==> src/rtl/asn1tp_pkg.sv <==
// Shared types, constants and helper functions of the ASN.1 time parser.
package asn1tp_pkg;

   localparam int POSITION_LIMIT_DEF = 32;

   localparam logic [7:0] CHAR_ZERO = 8'h30;
   localparam logic [7:0] CHAR_NINE = 8'h39;

   localparam logic KIND_UTC = 1'b0;
   localparam logic KIND_GEN = 1'b1;

   localparam logic [4:0] OFFSET_RESET = 5'd8;
   localparam logic [4:0] OFFSET_MAX   = 5'd23;

   localparam logic STATUS_OK  = 1'b0;
   localparam logic STATUS_BAD = 1'b1;

   localparam logic [7:0] REQ_LEN_UTC  = 8'd10;
   localparam logic [7:0] REQ_LEN_GEN  = 8'd12;
   localparam logic [7:0] YEAR_LEN_UTC = 8'd2;
   localparam logic [7:0] YEAR_LEN_GEN = 8'd4;

   localparam logic [7:0] FIELD_MONTH = 8'd0;
   localparam logic [7:0] FIELD_DAY   = 8'd1;
   localparam logic [7:0] FIELD_HOUR  = 8'd2;

   // Accumulators of the string being parsed.
   typedef struct packed {
      logic        kind;
      logic [13:0] year;
      logic [6:0]  year_hi;
      logic [6:0]  year_lo;
      logic [6:0]  month;
      logic [6:0]  day;
      logic [6:0]  hour;
      logic [6:0]  minute;
      logic [6:0]  second;
      logic        seconds_ok;
      logic        format_error;
   } parse_type;

   // Snapshot of a finished string, handed to the date stage.
   typedef struct packed {
      parse_type p;
      logic      too_short;
      logic      sec_full;
   } finish_type;

   typedef struct packed {
      logic        status;
      logic [6:0]  second;
      logic [6:0]  minute;
      logic [4:0]  hour;
      logic [4:0]  day;
      logic [3:0]  month;
      logic [13:0] year;
   } result_type;

   function automatic logic [4:0] month_days(input logic [3:0] mo);
      logic [4:0] d;
      case (mo)
         4'd2:                       d = 5'd28;
         4'd4, 4'd6, 4'd9, 4'd11:    d = 5'd30;
         4'd1, 4'd3, 4'd5, 4'd7,
         4'd8, 4'd10, 4'd12:         d = 5'd31;
         default:                    d = 5'd0;
      endcase
      return d;
   endfunction

   // acc * 10 + dv, truncated to 14 bits
   function automatic logic [13:0] push_digit(input logic [13:0] acc, input logic [3:0] dv);
      return (acc << 3) + (acc << 1) + {10'd0, dv};
   endfunction

endpackage

==> src/rtl/asn1tp_step.sv <==
// Per-character update of the parse accumulators and the length flags.
module asn1tp_step
   import asn1tp_pkg::*;
#(
   parameter int PosWidth = 6,
   parameter int PosCap   = 32
) (
   input  parse_type             cur,
   input  logic [PosWidth-1:0]   pos,
   input  logic [7:0]            char_code,
   input  logic                  kind_in,
   output parse_type             nxt,
   output logic [PosWidth-1:0]   pos_next,
   output logic                  too_short,
   output logic                  sec_full
);

   localparam logic [7:0] CapCode = 8'(PosCap);

   logic       is_digit;
   logic [3:0] dv;
   logic [7:0] pos8;
   logic [7:0] req;
   logic [7:0] ylen;
   logic [7:0] field;
   logic [7:0] len8;

   always_comb begin
      nxt      = cur;
      pos_next = pos;
      is_digit = (char_code >= CHAR_ZERO) && (char_code <= CHAR_NINE);
      dv       = is_digit ? 4'(char_code - CHAR_ZERO) : 4'd0;
      pos8     = 8'(pos);
      if (pos8 == 8'd0) begin
         nxt.kind = kind_in;
      end
      req   = (nxt.kind == KIND_GEN) ? REQ_LEN_GEN : REQ_LEN_UTC;
      ylen  = (nxt.kind == KIND_GEN) ? YEAR_LEN_GEN : YEAR_LEN_UTC;
      field = (pos8 - ylen) >> 1;

      if (pos8 < CapCode) begin
         if (pos8 < req) begin
            if (!is_digit) begin
               nxt.format_error = 1'b1;
            end else if (pos8 < ylen) begin
               nxt.year = push_digit(cur.year, dv);
               // century digits kept apart for the leap-year test
               if ((nxt.kind == KIND_GEN) && (pos8 < 8'd2)) begin
                  nxt.year_hi = 7'(push_digit({7'd0, cur.year_hi}, dv));
               end else begin
                  nxt.year_lo = 7'(push_digit({7'd0, cur.year_lo}, dv));
               end
            end else begin
               case (field)
                  FIELD_MONTH: nxt.month  = 7'(push_digit({7'd0, cur.month}, dv));
                  FIELD_DAY:   nxt.day    = 7'(push_digit({7'd0, cur.day}, dv));
                  FIELD_HOUR:  nxt.hour   = 7'(push_digit({7'd0, cur.hour}, dv));
                  default:     nxt.minute = 7'(push_digit({7'd0, cur.minute}, dv));
               endcase
            end
         end else if (pos8 == req) begin
            nxt.seconds_ok = is_digit;
            nxt.second     = {3'd0, dv};
         end else if (pos8 == req + 8'd1) begin
            nxt.seconds_ok = cur.seconds_ok && is_digit;
            nxt.second     = 7'(push_digit({7'd0, cur.second}, dv));
         end
         pos_next = pos + 1'b1;
      end

      len8      = 8'(pos_next);
      too_short = len8 < req;
      sec_full  = len8 >= (req + 8'd2);
   end

endmodule

==> src/rtl/asn1tp_finish.sv <==
// Range checks, local-time offset and day/month/year rollover of a finished string.
module asn1tp_finish
   import asn1tp_pkg::*;
(
   input  finish_type  fin,
   input  logic [4:0]  hour_offset,
   output result_type  res
);

   logic        bad;
   logic        leap;
   logic [13:0] y;
   logic [3:0]  mo;
   logic [5:0]  d;
   logic [5:0]  hs;
   logic [4:0]  dim;

   always_comb begin
      if (fin.p.kind == KIND_UTC) begin
         y = (fin.p.year < 14'd50) ? fin.p.year + 14'd2000 : fin.p.year + 14'd1900;
      end else begin
         y = fin.p.year;
      end

      bad = fin.p.format_error || fin.too_short
         || ((fin.p.kind == KIND_GEN) && (fin.p.year == 14'd0))
         || (fin.p.month == 7'd0) || (fin.p.month > 7'd12)
         || (fin.p.day == 7'd0) || (fin.p.day > 7'd31)
         || (fin.p.hour > 7'd24);

      // a two-digit year of 00 is 2000, a leap century
      if (fin.p.year_lo == 7'd0) begin
         leap = (fin.p.kind == KIND_UTC) || (fin.p.year_hi[1:0] == 2'd0);
      end else begin
         leap = fin.p.year_lo[1:0] == 2'd0;
      end

      mo  = fin.p.month[3:0];
      d   = {1'b0, fin.p.day[4:0]};
      dim = ((mo == 4'd2) && leap) ? 5'd29 : month_days(mo);
      hs  = {1'b0, fin.p.hour[4:0]} + {1'b0, hour_offset};

      if (hs >= 6'd24) begin
         hs = hs - 6'd24;
         d  = d + 6'd1;
         if (d > {1'b0, dim}) begin
            d  = 6'd1;
            mo = mo + 4'd1;
         end
         if (mo > 4'd12) begin
            y  = y + 14'd1;
            mo = 4'd1;
         end
      end

      if (bad) begin
         res = '0;
         res.status = STATUS_BAD;
      end else begin
         res.status = STATUS_OK;
         res.year   = y;
         res.month  = mo;
         res.day    = d[4:0];
         res.hour   = hs[4:0];
         res.minute = fin.p.minute;
         res.second = (fin.p.seconds_ok && fin.sec_full) ? fin.p.second : 7'd0;
      end
   end

endmodule

==> src/rtl/asn1_time_parse_to_local_top.sv <==
// Top level of the ASN.1 time string parser with local-time offset.
//
// Takes one character of a UTCTime or GeneralizedTime string per cycle and, on the character
// marked tlast, returns the local date and time (hour offset from csr_wr_data applied, rolling
// over day, month and year) or an error status. A new character is accepted every cycle while
// the result side keeps up; a finished string is held in the finish register between the
// character update and the date rollover logic, then in the output register. A result
// waiting in the output register does not stop characters of the next string, but once a
// second finished string is held in the finish register behind it, req_tready drops until
// the output moves. Characters beyond POSITION_LIMIT (at most 63) are counted no further
// and ignored.
module asn1_time_parse_to_local_top
   import asn1tp_pkg::*;
#(
   parameter int POSITION_LIMIT = POSITION_LIMIT_DEF
) (
   input  logic        clock,
   input  logic        reset,
   input  logic        req_tvalid,
   output logic        req_tready,
   input  logic [7:0]  req_tdata,   // [7:0] char_code
   input  logic        req_tuser,   // [0] string_kind
   input  logic        req_tlast,   // last_char
   output logic        rsp_tvalid,
   input  logic        rsp_tready,
   output logic [47:0] rsp_tdata,   // year[13:0] month[17:14] day[22:18] hour[27:23]
                                    // minute[34:28] second[41:35], zero above
   output logic        rsp_tuser,   // [0] status
   input  logic        csr_wr_en,
   input  logic [4:0]  csr_wr_data
);

   localparam int PosCap   = (POSITION_LIMIT > 63) ? 63 : POSITION_LIMIT;
   localparam int PosWidth = $clog2(PosCap + 1);

   logic [4:0]          offset_ff, offset_in;
   logic [PosWidth-1:0] pos_ff, pos_in, pos_next;
   parse_type           parse_ff, parse_in, parse_next;
   logic                fin_valid_ff, fin_valid_in;
   finish_type          fin_ff, fin_in;
   logic                out_valid_ff, out_valid_in;
   result_type          out_ff, out_in, res;
   logic                too_short, sec_full;
   logic                out_free, fin_move, accept;

   asn1tp_step #(
      .PosWidth (PosWidth),
      .PosCap   (PosCap)
   ) u_step (
      .cur       (parse_ff),
      .pos       (pos_ff),
      .char_code (req_tdata),
      .kind_in   (req_tuser),
      .nxt       (parse_next),
      .pos_next  (pos_next),
      .too_short (too_short),
      .sec_full  (sec_full)
   );

   asn1tp_finish u_finish (
      .fin         (fin_ff),
      .hour_offset (offset_ff),
      .res         (res)
   );

   assign out_free   = !out_valid_ff || rsp_tready;
   assign fin_move   = fin_valid_ff && out_free;
   assign req_tready = !fin_valid_ff || out_free;
   assign accept     = req_tvalid && req_tready;

   always_comb begin
      offset_in    = offset_ff;
      pos_in       = pos_ff;
      parse_in     = parse_ff;
      fin_valid_in = fin_valid_ff;
      fin_in       = fin_ff;
      out_valid_in = out_valid_ff;
      out_in       = out_ff;

      if (csr_wr_en) begin
         offset_in = (csr_wr_data > OFFSET_MAX) ? OFFSET_MAX : csr_wr_data;
      end

      if (fin_move) begin
         fin_valid_in = 1'b0;
      end
      if (accept) begin
         if (req_tlast) begin
            // hand the finished string on and start a fresh one
            parse_in         = '0;
            pos_in           = '0;
            fin_in.p         = parse_next;
            fin_in.too_short = too_short;
            fin_in.sec_full  = sec_full;
            fin_valid_in     = 1'b1;
         end else begin
            parse_in = parse_next;
            pos_in   = pos_next;
         end
      end

      if (rsp_tready) begin
         out_valid_in = 1'b0;
      end
      if (fin_move) begin
         out_in       = res;
         out_valid_in = 1'b1;
      end
   end

   always_ff @(posedge clock) begin
      if (reset) begin
         offset_ff    <= OFFSET_RESET;
         pos_ff       <= '0;
         parse_ff     <= '0;
         fin_valid_ff <= 1'b0;
         out_valid_ff <= 1'b0;
      end else begin
         offset_ff    <= offset_in;
         pos_ff       <= pos_in;
         parse_ff     <= parse_in;
         fin_valid_ff <= fin_valid_in;
         out_valid_ff <= out_valid_in;
      end
   end

   always_ff @(posedge clock) begin
      fin_ff <= fin_in;
      out_ff <= out_in;
   end

   assign rsp_tvalid = out_valid_ff;
   assign rsp_tdata  = {6'd0, out_ff.second, out_ff.minute, out_ff.hour,
                        out_ff.day, out_ff.month, out_ff.year};
   assign rsp_tuser  = out_ff.status;

endmodule

==> config.mk <==
export PLATFORM = sky130hd
export DESIGN_NAME = asn1_time_parse_to_local_top
export DESIGN_NICKNAME = d
export VERILOG_FILES = /design/src/rtl/asn1tp_pkg.sv /design/src/rtl/asn1tp_step.sv /design/src/rtl/asn1tp_finish.sv /design/src/rtl/asn1_time_parse_to_local_top.sv
export SDC_FILE = /design/constraint.sdc
export NUM_CORES = 1
export LEC_CHECK = 0
export BUFFER_PORTS_ARGS = -buffer_cell sky130_fd_sc_hd__buf_2
export CAP_MARGIN = 20
export CORE_ASPECT_RATIO = 0.6
export CORE_UTILIZATION = 44
export DETAILED_ROUTE_END_ITERATION = 8
export PLACE_DENSITY_LB_ADDON = 0.15
export RECOVER_POWER = 100
export SLEW_MARGIN = 5
export SYNTH_ARGS = -nofsm -noshare
export SYNTH_HDL_FRONTEND = slang
export SYNTH_SLANG_ARGS = --single-unit
==> constraint.sdc <==
create_clock -name clock -period 8.8 [get_ports clock]
set_clock_uncertainty 0.2 [all_clocks]
set_input_delay 0.88 -clock clock [delete_from_list [all_inputs] [get_ports clock]]
set_output_delay 0.88 -clock clock [all_outputs]
set_load 0.01 [all_outputs]
Word level (Yosys, flattened, before mapping):

Memories as Yosys holds them, arrays and structs flattened. A register that Yosys moved wholly into a read port is not among the register bits.
Cells that the tools add are included.

* register bits: 185
* bits in latches: 0
* bits in writable memories: 0
* ROM bits: 80
* input port bits: 20
* output and inout port bits: 51
* word-level logic and storage cells: 164
* memories kept: 1

Memories
* (name not given): depth 16, bits a word 5, read ports 1, clocked after memory_dff 1, wr ports 0, line asn1tp_pkg.sv:61 `case (mo)`

* $add $sub $neg: 28
* $mul: 0
* div/mod/pow operators: 0
* magnitude comparators: 16
* equality and inequality tests: 5
* shift operators: 0
* multiplexer cells: 45
* bitwise operators: 2
* reductions and logical operators: 32

Operator list (number)
* 2-to-1 mux 56 bit: 2
* 2-to-1 mux 66 bit: 1
* 2-to-1 mux 65 bit: 1
* 2-to-1 mux 14 bit: 4
* 2-to-1 mux 28 bit: 2
* adder 7 x 4 -> 7 bit: 7
* adder 7 bit: 7
* 2-to-1 mux 7 bit: 7
* 2-to-1 mux 43 bit: 1
* adder 14 x 11 -> 14 bit, second input constant: 2
* 2-to-1 mux 5 bit: 5
* < comparator 6 x 8 -> 1 bit: 3
* 2-to-1 mux 4 bit: 6
* 2-to-1 mux 8 bit: 3
* zero test 7 bit: 3
* == test 6 x 8 -> 1 bit: 2
* adder 14 x 1 -> 14 bit, second input constant: 1
* adder 14 bit: 1
* adder 14 x 4 -> 14 bit: 1
* greater-than comparator 7 x 5 -> 1 bit, second input constant: 2
* zero test 14 bit: 1
* < comparator 14 x 6 -> 1 bit, second input constant: 1
* 2-to-1 mux 6 bit: 2
* logical OR 1 bit: 10
* other kinds (34): 53

Depth between registers and ports, before layout:

Gate-level depths: netlist (run 1).

* depth after elaboration: 12
* mapped depth: 16
* mapped depth without buffers: 14

By module:

From an unflattened synthesis (run 1), not the netlist that was laid out.

* cells, all modules: 1213
* area, all modules: 12485.7 sq um

By module, submodules not included
* asn1_time_parse_to_local_top: instances 1, cells each 483, area an instance 6761.5 sq um, sequential area each 4914.7 sq um
* asn1tp_step: instances 1, cells each 410, area an instance 3587.2 sq um, sequential area each 0.0 sq um
* asn1tp_finish: instances 1, cells each 320, area an instance 2137.0 sq um, sequential area each 0.0 sq um

Worst setup path after synthesis (run 1):

No wires, ideal clock.

* kind: input to register
* start point: in rsp_tready
* end point: reg (tool-made name)
* library setup time: 0.121 ns
* arrival: 4.013 ns
* required time: 8.479 ns
* setup slack: 4.466 ns
* stages: 9
* buffers on the path: 1
* cells stage by stage: nor2b_1 > nand2_1 > and2_1 > clkbuf_1 > nand2_1 > clkinv_1 > mux2i_1 > nor2_1 > mux2_2

RTL lines
* from (decl): line asn1_time_parse_to_local_top.sv:25 `input logic rsp_tready,`

==> summary.md, run 1 <==
| Metric | Value |
|---|---|
| Outcome | finished, violations left |
| Failing checks | DRC, capacitance limit, slew limit |
| Grt total ovfl | 0 |
| Post-layout minimum cycle time | 5.82 ns |
| Clk root buf | clkbuf_16 |
| Initial Util | 45.2% |
| Final worst slack | 2.98 ns |
| Port Buf Inserts | 64 |
| Tightest Pin Transition | 3.05 ns |
| Clock transition at path regs | 0.07 ns |
| Slew headroom | -103% |
| Core area | 24,400 µm² |
| CTS Hold Bufs | 0 |
| Final Max Tran Viols | 177 |
| HP Class | flop to flop |
| Synth Flop Type | edfxtp_1 |
| HPWL after DPL | 18,100 µm |
| Final net count | 1,289 |
| Register area share after synthesis | 42.9% |
| Peak supply drop | 0.000123 V |
| Drt first pass iters | 7 |
| Multi-input gate area | 5840 µm² |
| Logic pwr share | 7.7% |
| GRT Total Usage | 20.9% |
| Largest net degree at the start of global routing | 60 |
| Initial antenna violation count | 1 |
| Area post-placement | 11,600 µm² |
| Die width | 206 µm |
| Slowest cell on the critical path | clkbuf_1 |
| Commonest cells after routing, fill and taps aside | nor2_1 (139), edfxtp_1 (106), ha_1 (102) |
| Number of inserted diodes | 0 |
| Final hold slack | 0.275 ns |
| Critical Path Start Type | primary input |
| Vias in the first global route | 7,595 |
| Clock Path Buffers | 2 |
| Pre-CTS WS | 3.93 ns |
| Fraction of layout cells with a size suffix above 1 | 5.47% |
| Design area | 12,000 µm² |
| TritonCTS Sinks | 183 |
| Final Power | 1.84 mW |
| Post-synth EDFFs | 106 |
| Period utilisation layout | 66.1% |
| FF+latch area | 4720 µm² |
| Syn Inst Count | 1,118 |
| CP max FO | 49 |
| Post-Syn Area | 11,000 µm² |
| TritonCTS buffer count | 17 |
| WP data arrival | 5.95 ns |
| CTS tree | yes |
| Max Cap Viol | 4 |
| Total wire length | 25,600 µm |
| Routed vias/inst | 5.54 |
| Cell Pwr Density | 152 nW/µm² |
| YS warnings | 0 |
| Cell variety after synth | 77 |
| Io pins | 71 |
| DRT iter0 DRCs | 614 |
| Drt wl/cell | 17.1 µm |
| Drt drc | 8 |
| Commonest non-fill, non-tap cell in the layout | nor2_1 |
| Clk pwr share | 41.5% |
| Delay-heaviest family, CP | buffers and inverters |
| Pleak | 5.11 nW |
| Critical Path RT | 8.94 ns |
| Endpoints failing hold | 0 |
| Sw Pwr | 472 µW |
| Setup TNS | 0 ns |
| Synth top area share | 28.9% |
| Setup CP Type | primary input to flop |
| Mean Syn Cell Area | 9.86 µm² |
| DR vias | 8,265 |
| Cell taking the most area after synthesis | edfxtp_1 |
| Area grow syn2layout | 9.35% |
| Internal power | 1.36 mW |
| Post-CTS Setup Inserts | 0 |
| Area contributors post-synth | edfxtp_1 (29%), dfxtp_1 (14%), ha_1 (12%) |
| Detail Route Antenna Nets | 0 |
| Num rows | 44 |
| Crit path cell chain | buf_2 > nor2b_1 > nand2_1 > and2_0 > nand2_1 > inv_1 > clkbuf_1 > nor2_1 > a21o_1 > a211oi_1 > nor2_1 |
| RSZ-0062 raised after global routing | false |
| Die area | 25,700 µm² |
| Max H-tree Level | 4 |
| Clk_lat worst skew | 0.46 ns |
| Die Y-Extent | 125 µm |
| FILL cells | 2,324 |
| Worst setup EP type | flop |
| CP peak stage delay | 2.21 ns |
| Wire length of the first global-routing pass | 41,500 µm |
| CP bufs+invs | 3 |
| Fmax | 172 MHz |
| Seq pwr share | 50.8% |
| Setup Viol. Count Final | 0 |
| Resized Gates After CTS | 0 |
| Switch share | 25.7% |
| Synth Register Bits | 183 |
| Async SR Flop Fraction | 0% |
| RD Place Congestion | 0.889 |
## state kept, by name, summed over array words and instances, names as in the netlist, named ones only
register	count
fin_ff	63
parse_ff	61
rsp_tdata	42
pos_ff	6
offset_ff	5
fin_valid_ff	1
rsp_tuser	1
rsp_tvalid	1
## worst reg2reg max path: cells and delay by family (launching register included)
kind / cells / cell delay, ns
simple gates: 6 / 1.57
compound gates: 2 / 0.62
buf+inv: 2 / 2.92
flops: 1 / 0.32
## logic make-up (layout without fill, tap and decap cells)
logic type / count (synthesis) / in the layout / synth area share [%]
compound gates: 256 / 256 / 15.5
mux: 30 / 30 / 2.97
simple gates: 343 / 343 / 14.8
xor+xnor: 80 / 80 / 6.43
fa+ha+maj: 111 / 111 / 13.2
buf+inv: 114 / 162 / 4.19
other cells: 1 / 6 / 0.0340
flops: 183 / 183 / 42.9
## metrics by stage
step           cells  utilization, %
3_3_place_gp    1461            47.5
4_1_cts         1493            49.8
6_report        1493            49.4
5_1_grt         1493            49.4
3_5_place_dp    1461            47.5
2_1_floorplan   1123               -
## synth_stat cells, types with 4 or more instances
library cell  instances
a21o_1               32
inv_1                59
xor2_1               27
and2_1               15
nor2_1              140
o21ai_0              50
a211oi_1              9
nor3_1               23
or2_2                 4
mux2_2               22
a21oi_1              57
nand3_1              13
ha_1                102
fa_1                  9
edfxtp_1            106
a22oi_1              55
nor2b_1              11
and3_1                9
clkbuf_1             43
buf_4                 6
nand2b_1              5
nand2_1              78
or4_1                 5
nor4_1                9
nand4_1               4
o22ai_1               4
a31oi_1               6
mux2i_1               8
o21a_1                8
dfxtp_1              77
xnor2_1              52
or3_1                 5
## cell type report
type                       count  area share [%]
clock buffer                  18            3.56
inverter                      60            1.87
clock inverter                14            1.16
sequential                   183            39.2
tap                          322            3.34
timing repair buffer          70            2.40
multi-input combinational    826            48.5
## power groups by stage
stage / combinational, mW / clock, mW / sequential, mW
6_report: 0.141 / 0.762 / 0.932
5_1_grt: 0.158 / 0.819 / 0.934
4_1_cts: 0.144 / 0.781 / 0.931
3_5_place_dp: 0.143 / 0 / 0.950
3_3_place_gp: 0.142 / 0 / 0.950
2_1_floorplan: 0.105 / 0 / 0.948
## worst paths after layout
check | cells after the start | to | slack, ns | start
worst max-delay path | 11 | flop | 2.98 | rsp_tready
worst min-delay path | 2 | parse_ff[64] | 0.28 | parse_ff[64]
worst max register to register | 10 | flop | 3.07 | rsp_tvalid
worst min register to register | 2 | parse_ff[64] | 0.28 | parse_ff[64]
## routing by layer
layer	wire [µm]	global-route usage [%]	up-vias
met1	14300	34.4	3910
met2	9470	26.5	232
met4	188	4.54	0
li1	-	-	4101
met5	0	0	-
met3	1580	5.13	22
No activity file was read; power rests on OpenSTA's default activity.
==> inputs of run 2 (changes only) <==
Settings changed: ABC_AREA set to 1.
Clock period 8.8 ns to 5.65 ns, I/O delays scaled along.
==> summary.md, run 2 <==
| Metric | Value |
|---|---|
| Synth top area share | 27.7% (-1.2 points) |
| Largest reg by FF count | fin_ff |
| Routed vias/inst | 4.98 (-10%) |
| Register area share after synthesis | 41.1% (-1.8 points) |
| Tightest Pin Transition | 2.48 ns (-0.575 ns) |
| Failing checks | capacitance limit, slew limit |
| Delay-heaviest family, CP | simple AND/OR/NAND/NOR gates |
| Drt wl/cell | 15.1 µm (-12%) |
| Cell taking the most area after synthesis | edfxtp_1 |
| CP bufs+invs | 2 (-1) |
| Detail Route Antenna Nets | 0 (unchanged) |
| Slew headroom | -65.0% (+38 points) |
| Num rows | 45 (+2.3%) |
| Drt drc | 0 (-8) |
| Clock Path Buffers | 2 (unchanged) |
| Most frequent cell after synthesis | nand2_1 |
| Critical Path Most Common Cell | nand2_1 |
| Final Max Tran Viols | 148 (-16%) |
| Util after Layout | 49.5% (+0.14 points) |
| Period utilisation layout | 82.1% |
| Slowest cell on the critical path | o21ai_0 |
| Syn Inst Count | 1,397 (+25%) |
| Critical Path Start Type | flop |
| TritonCTS Sinks | 183 (unchanged) |
| DR vias | 9,081 (+9.9%) |
| YS warnings | 0 (unchanged) |
| Pre-CTS WS | 1.52 ns (-2.41 ns) |
| Commonest non-fill, non-tap cell in the layout | nand2_1 |
| Initial antenna violation count | 0 (-1) |
| HPWL after DPL | 20,300 µm (+12%) |
| CTS tree | yes |
| Final worst slack | 1.01 ns (-1.97 ns) |
| Mean Syn Cell Area | 8.23 µm² (-16%) |
| Outcome | finished, violations left |
| Area post-placement | 12,200 µm² (+5.2%) |
| Cell Pwr Density | 228 nW/µm² (+50%) |
| RR Startpoint | pos_ff[5] |
| GRT Total Usage | 21.5% (+0.58 points) |
| Area contributors post-synth | edfxtp_1 (28%), dfxtp_1 (13%), nand2_1 (12%) |
| Max H-tree Level | 4 (unchanged) |
| Final Power | 2.88 mW (+57%) |
| Commonest cells in the netlist | nand2_1 (378), inv_1 (156), a21oi_1 (118) |
| Setup CP Type | flop to flop |
| Max Cap Viol | 4 (unchanged) |
| Synth Register Bits | 183 (unchanged) |
| Die Y-Extent | 127 µm (+2.1%) |
| Initial Util | 45.2% (about the same) |
| FF-to-FF setup slack | 1.01 ns (-2.06 ns) |
| Clock transition at path regs | 0.07 ns (about the same) |
| RSZ-0062 raised after global routing | false |
| Final hold slack | 0.163 ns (-0.112 ns) |
| Core area | 25,400 µm² (+4.4%) |
| Cell variety after synth | 58 (-25%) |
| Peak supply drop | 0.000198 V (+62%) |
| Crit path cell chain | nor2_4 > nand2_1 > nor2_1 > nand2_1 > o21ai_0 > inv_1 > fa_1 > inv_1 > nor2_1 > nor2_1 > nand3_2 > nor2_4 > nand3_2 > nand2_1 > nand3_1 > nand2_1 > nand2_1 > o21ai_1 > nand2_1 |
| Total wire length | 27,400 µm (+7.4%) |
| Clk_lat worst skew | 0.46 ns (about the same) |
| Setup crit start | pos_ff[5] |
| Fmax | 216 MHz |
| DRT iter0 DRCs | 725 (+18%) |
| Reg2Reg Depth | 19 (+9) |
| Post-CTS Setup Inserts | 0 (unchanged) |
| Setup TNS | 0 ns (unchanged) |
| Commonest cells after routing, fill and taps aside | nand2_1 (382), inv_1 (162), a21oi_1 (117) |
| Clk root buf | clkbuf_16 |
| Endpoints failing hold | 0 (unchanged) |
| Critical Path RT | 5.80 ns (-3.14 ns) |
| Final net count | 1,588 (+23%) |
| CP peak stage delay | 0.66 ns (-1.55 ns) |
| CP max FO | 8 (-84%) |
| Post-synth EDFFs | 106 (unchanged) |
| Post-layout minimum cycle time | 4.64 ns |
| Worst setup EP type | flop |
| HP Class | primary input to flop |
| Wire length of the first global-routing pass | 44,400 µm (+7.1%) |
| Post-Syn Area | 11,500 µm² (+4.4%) |
| Setup Viol. Count Final | 0 (unchanged) |
| Vias in the first global route | 8,317 (+9.5%) |
| Pleak | 5.55 nW (+8.7%) |
| Io pins | 71 (unchanged) |
| Drt first pass iters | 8 (+1) |
| WP data arrival | 4.78 ns (-1.17 ns) |
| Die width | 211 µm (+2.1%) |
| Fraction of layout cells with a size suffix above 1 | 6.87% (+1.4 points) |
| Area grow syn2layout | 9.64% |
| TritonCTS buffer count | 17 (unchanged) |
| Die area | 26,800 µm² (+4.3%) |
| WP depth | 19 (+8) |
| Synth Flop Type | edfxtp_1 |
| Design area | 12,600 µm² (+4.7%) |
| Resized Gates After CTS | 0 (unchanged) |
| Max reg flops | 63 (unchanged) |
| Largest net degree at the start of global routing | 69 (+15%) |
| Placed Cells | 1,790 (+23%) |
| Number of inserted diodes | 0 (unchanged) |
| Post-route insts no fill | 1,822 (+22%) |
| RD Place Congestion | 0.894 (+0.61%) |
| Async SR Flop Fraction | 0% (unchanged) |
| Port Buf Inserts | 64 (unchanged) |
| CTS Hold Bufs | 0 (unchanged) |
| Grt total ovfl | 0 (unchanged) |
## run 2: power breakdown
group	switching, mW	leakage (nW)	internal [mW]	total, mW
clock	0.580	0.281	0.596	1.18
combinational	0.185	3.63	0.0672	0.252
sequential	0.0171	1.64	1.43	1.45
## run 2: final cells by class
class	instances	area [µm²]
well taps	352	440
clock buffers	18	439
multi-input cells	1011	5930
clock inverters	14	125
fillers	2467	12800
inverters	172	646
repair buffers	72	309
flip-flops and latches	183	4720
## run 2: metal layers
layer	routed length (µm)	vias up	part of all wire, %	GRT usage, %
li1	-	4734	-	-
met5	0	-	0	0
met1	15400	4110	56	34.6
met3	1860	18	6.8	5.53
met2	9990	219	36	27.9
met4	210	0	0.77	4.65
## run 2: logic make-up after synthesis
kind of cell | after synthesis | synth area share (%)
simple gates | 601 | 23.0
xor+xnor | 62 | 4.72
compound gates | 231 | 11.4
flops | 183 | 41.1
other cells | 1 | 0.0326
fa+ha+maj | 111 | 12.7
buf+inv | 208 | 7.14
## run 2: worst min path at each step
| stage | start | endpoint | slack, ns | cells after the start |
|---|---|---|---|---|
| 2_1_floorplan | offset_ff[3] | offset_ff[3] | 0.24 | 2 |
| 3_3_place_gp | parse_ff[22] | parse_ff[22] | 0.25 | 2 |
| 3_5_place_dp | parse_ff[22] | parse_ff[22] | 0.26 | 2 |
| 4_1_cts | csr_wr_data[3] | offset_ff[3] | 0.14 | 3 |
| 5_1_grt | csr_wr_data[3] | offset_ff[3] | 0.17 | 3 |
| 6_report | csr_wr_data[3] | offset_ff[3] | 0.16 | 3 |
## run 2: tightest hold or removal path, cell delays in order
cell and delay, ns:
buf_2 0.09, nand3_1 0.07, nand2_1 0.06
==> inputs of run 3 (changes only) <==
Settings changed: ABC_AREA 1 to 0.
Clock period 5.65 ns to 4.7 ns, I/O delays scaled along.
==> summary.md, run 3 (same netlist as run 1, synthesis figures left out) <==
| Metric | Value |
|---|---|
| Slowest cell on the critical path | or4_1 |
| Io pins | 71 (unchanged) |
| Outcome | finished, violations left |
| Drt wl/cell | 16.9 µm (+12%) |
| Grt met2 use | 27.1% (-0.76 points) |
| Drt drc | 8 (+8) |
| CP peak stage delay | 0.51 ns (-0.15 ns) |
| Setup CP Type | flop to flop |
| Clk root buf | clkbuf_16 |
| Peak supply drop | 0.000260 V (+31%) |
| Post-layout minimum cycle time | 4.49 ns (-0.146 ns) |
| CP bufs+invs | 1 (-1) |
| Clock transition at path regs | 0.07 ns (about the same) |
| Number of inserted diodes | 0 (unchanged) |
| GRT Total Usage | 20.6% (-0.87 points) |
| Cell Pwr Density | 295 nW/µm² (+29%) |
| Total wire length | 25,400 µm (-7.3%) |
| TritonCTS Sinks | 183 (unchanged) |
| Core area | 24,400 µm² (-4.2%) |
| FF+latch area | 4720 µm² (unchanged) |
| Failing checks | DRC, capacitance limit, slew limit |
| Fmax | 223 MHz (+3.3%) |
| RD Place Congestion | 0.853 (-4.6%) |
| Slew headroom | -62.8% (+2.2 points) |
| WP data arrival | 4.48 ns (-0.30 ns) |
| RSZ-0062 raised after global routing | false |
| Largest net degree at the start of global routing | 56 (-19%) |
| Most used routing layer | met1 |
| Crit path cell chain | or4_1 > or4_1 > a21oi_4 > ha_1 > and3_1 > and3_1 > a2111oi_2 > a311oi_1 > or4b_1 > buf_4 > nor4_1 > xnor2_1 > nor2_1 |
| Detail Route Antenna Nets | 0 (unchanged) |
| Routed vias/inst | 5.46 (+9.6%) |
| Final hold slack | 0.124 ns (-0.0386 ns) |
| Endpoints failing hold | 0 (unchanged) |
| Worst setup EP type | flop |
| Largest reg by FF count | fin_ff |
| DR vias | 8,233 (-9.3%) |
| Die width | 206 µm (-2.1%) |
| Port Buf Inserts | 64 (unchanged) |
| Util after Layout | 50.3% (+0.79 points) |
| FILL cells | 2,248 (-8.9%) |
| Resized Gates After CTS | 0 (unchanged) |
| Max reg flops | 63 (unchanged) |
| Tightest Pin Transition | 2.44 ns (-0.0337 ns) |
| Grt total ovfl | 0 (unchanged) |
| Design area | 12,300 µm² (-2.6%) |
| HPWL after DPL | 18,300 µm (-9.6%) |
| Setup Viol. Count Final | 0 (unchanged) |
| CP max FO | 19 (+11) |
| Clk_lat worst skew | 0.45 ns (about the same) |
| Met3 usage | 4.16% (-1.4 points) |
| Post-route insts no fill | 1,507 (-17%) |
| Final net count | 1,303 (-18%) |
| Max H-tree Level | 4 (unchanged) |
| Vias in the first global route | 7,538 (-9.4%) |
| Met1 Resource Use GR | 33.5% (-1.1 points) |
| CTS Hold Bufs | 0 (unchanged) |
| Delay-heaviest family, CP | simple AND/OR/NAND/NOR gates |
| Clock Path Buffers | 2 (unchanged) |
| CTS tree | yes |
| Die Y-Extent | 125 µm (-2.1%) |
| Wire length of the first global-routing pass | 41,100 µm (-7.5%) |
| HP Class | primary input to flop |
| Final Max Tran Viols | 153 (+3.4%) |
| Area grow syn2layout | 11.4% |
| Commonest cells after routing, fill and taps aside | nor2_1 (139), edfxtp_1 (106), ha_1 (102) |
| Initial Util | 45.2% (about the same) |
| TritonCTS buffer count | 17 (unchanged) |
| Pre-CTS WS | 0.0699 ns (-1.45 ns) |
| Area post-placement | 11,700 µm² (-4.1%) |
| Drt first pass iters | 8 (unchanged) |
| Placed Cells | 1,475 (-18%) |
| Commonest non-fill, non-tap cell in the layout | nor2_1 |
| Max Cap Viol | 4 (unchanged) |
| DRT iter0 DRCs | 688 (-5.1%) |
| Critical Path RT | 4.69 ns (-1.11 ns) |
| Initial antenna violation count | 0 (unchanged) |
| Multi-input gate area | 5890 µm² (-0.63%) |
| Num rows | 44 (-2.2%) |
| Die area | 25,700 µm² (-4.1%) |
| Setup TNS | 0 ns (unchanged) |
| Fraction of layout cells with a size suffix above 1 | 7.34% (+0.47 points) |
| Period utilisation layout | 95.6% (+13 points) |
| Final Power | 3.62 mW (+26%) |
| Critical Path Start Type | flop |
| Final worst slack | 0.206 ns (-0.804 ns) |
| Post-CTS Setup Inserts | 0 (unchanged) |
| Pleak | 5.22 nW (-5.9%) |
-- run 3: cell types whose count changed in the layout (fill, tap and decap cells not counted), moves of 30 or more --
| cell | change |
|---|---|
| nand2_1 | -304 |
| inv_1 | -102 |
| a22oi_1 | +54 |
| nand3_1 | -51 |
| nor2_1 | +51 |
| a21oi_1 | -62 |
| a21o_1 | +30 |
-- run 3: final timing paths --
kind	from	endpoint	slack (ns)	cells after the start
setup / recovery	fin_ff[42]	rsp_tdata[9]	0.21	13
hold / removal	csr_wr_data[4]	offset_ff[3]	0.12	2
setup reg to reg	fin_ff[42]	rsp_tdata[9]	0.21	13
hold reg to reg	parse_ff[64]	parse_ff[64]	0.28	2
-- run 3: final cells by class --
type	count	share of cell area [%]
repair buffers	84	3.13
clock buffers	19	3.53
clock inverters	13	1.78
flip-flops and latches	183	38.5
inverters	60	1.83
multi-input cells	826	48.0
well taps	322	3.28
-- run 3: metal layers --
metal  wire length, µm  vias to the layer above
li1                  -                     4121
met2              9700                      190
met3              1290                       22
met4               231                        0
met1             14200                     3900
met5                 0                        -
-- run 3: power by group --
part | switching, mW | total [mW] | leakage [nW] | internal [mW]
Combinational | 0.185 | 0.277 | 3.27 | 0.0920
Sequential | 0.0208 | 1.74 | 1.64 | 1.72
Clock | 0.650 | 1.61 | 0.320 | 0.955
-- run 3: worst reg2reg max path: cells and delay by family, from the launching register on --
kind	cells	cell delay (ns)
simple gates	7	2.33
compound gates	3	0.69
flops	1	0.36
fa+ha+maj	1	0.28
buf+inv	1	0.22
xor+xnor	1	0.16
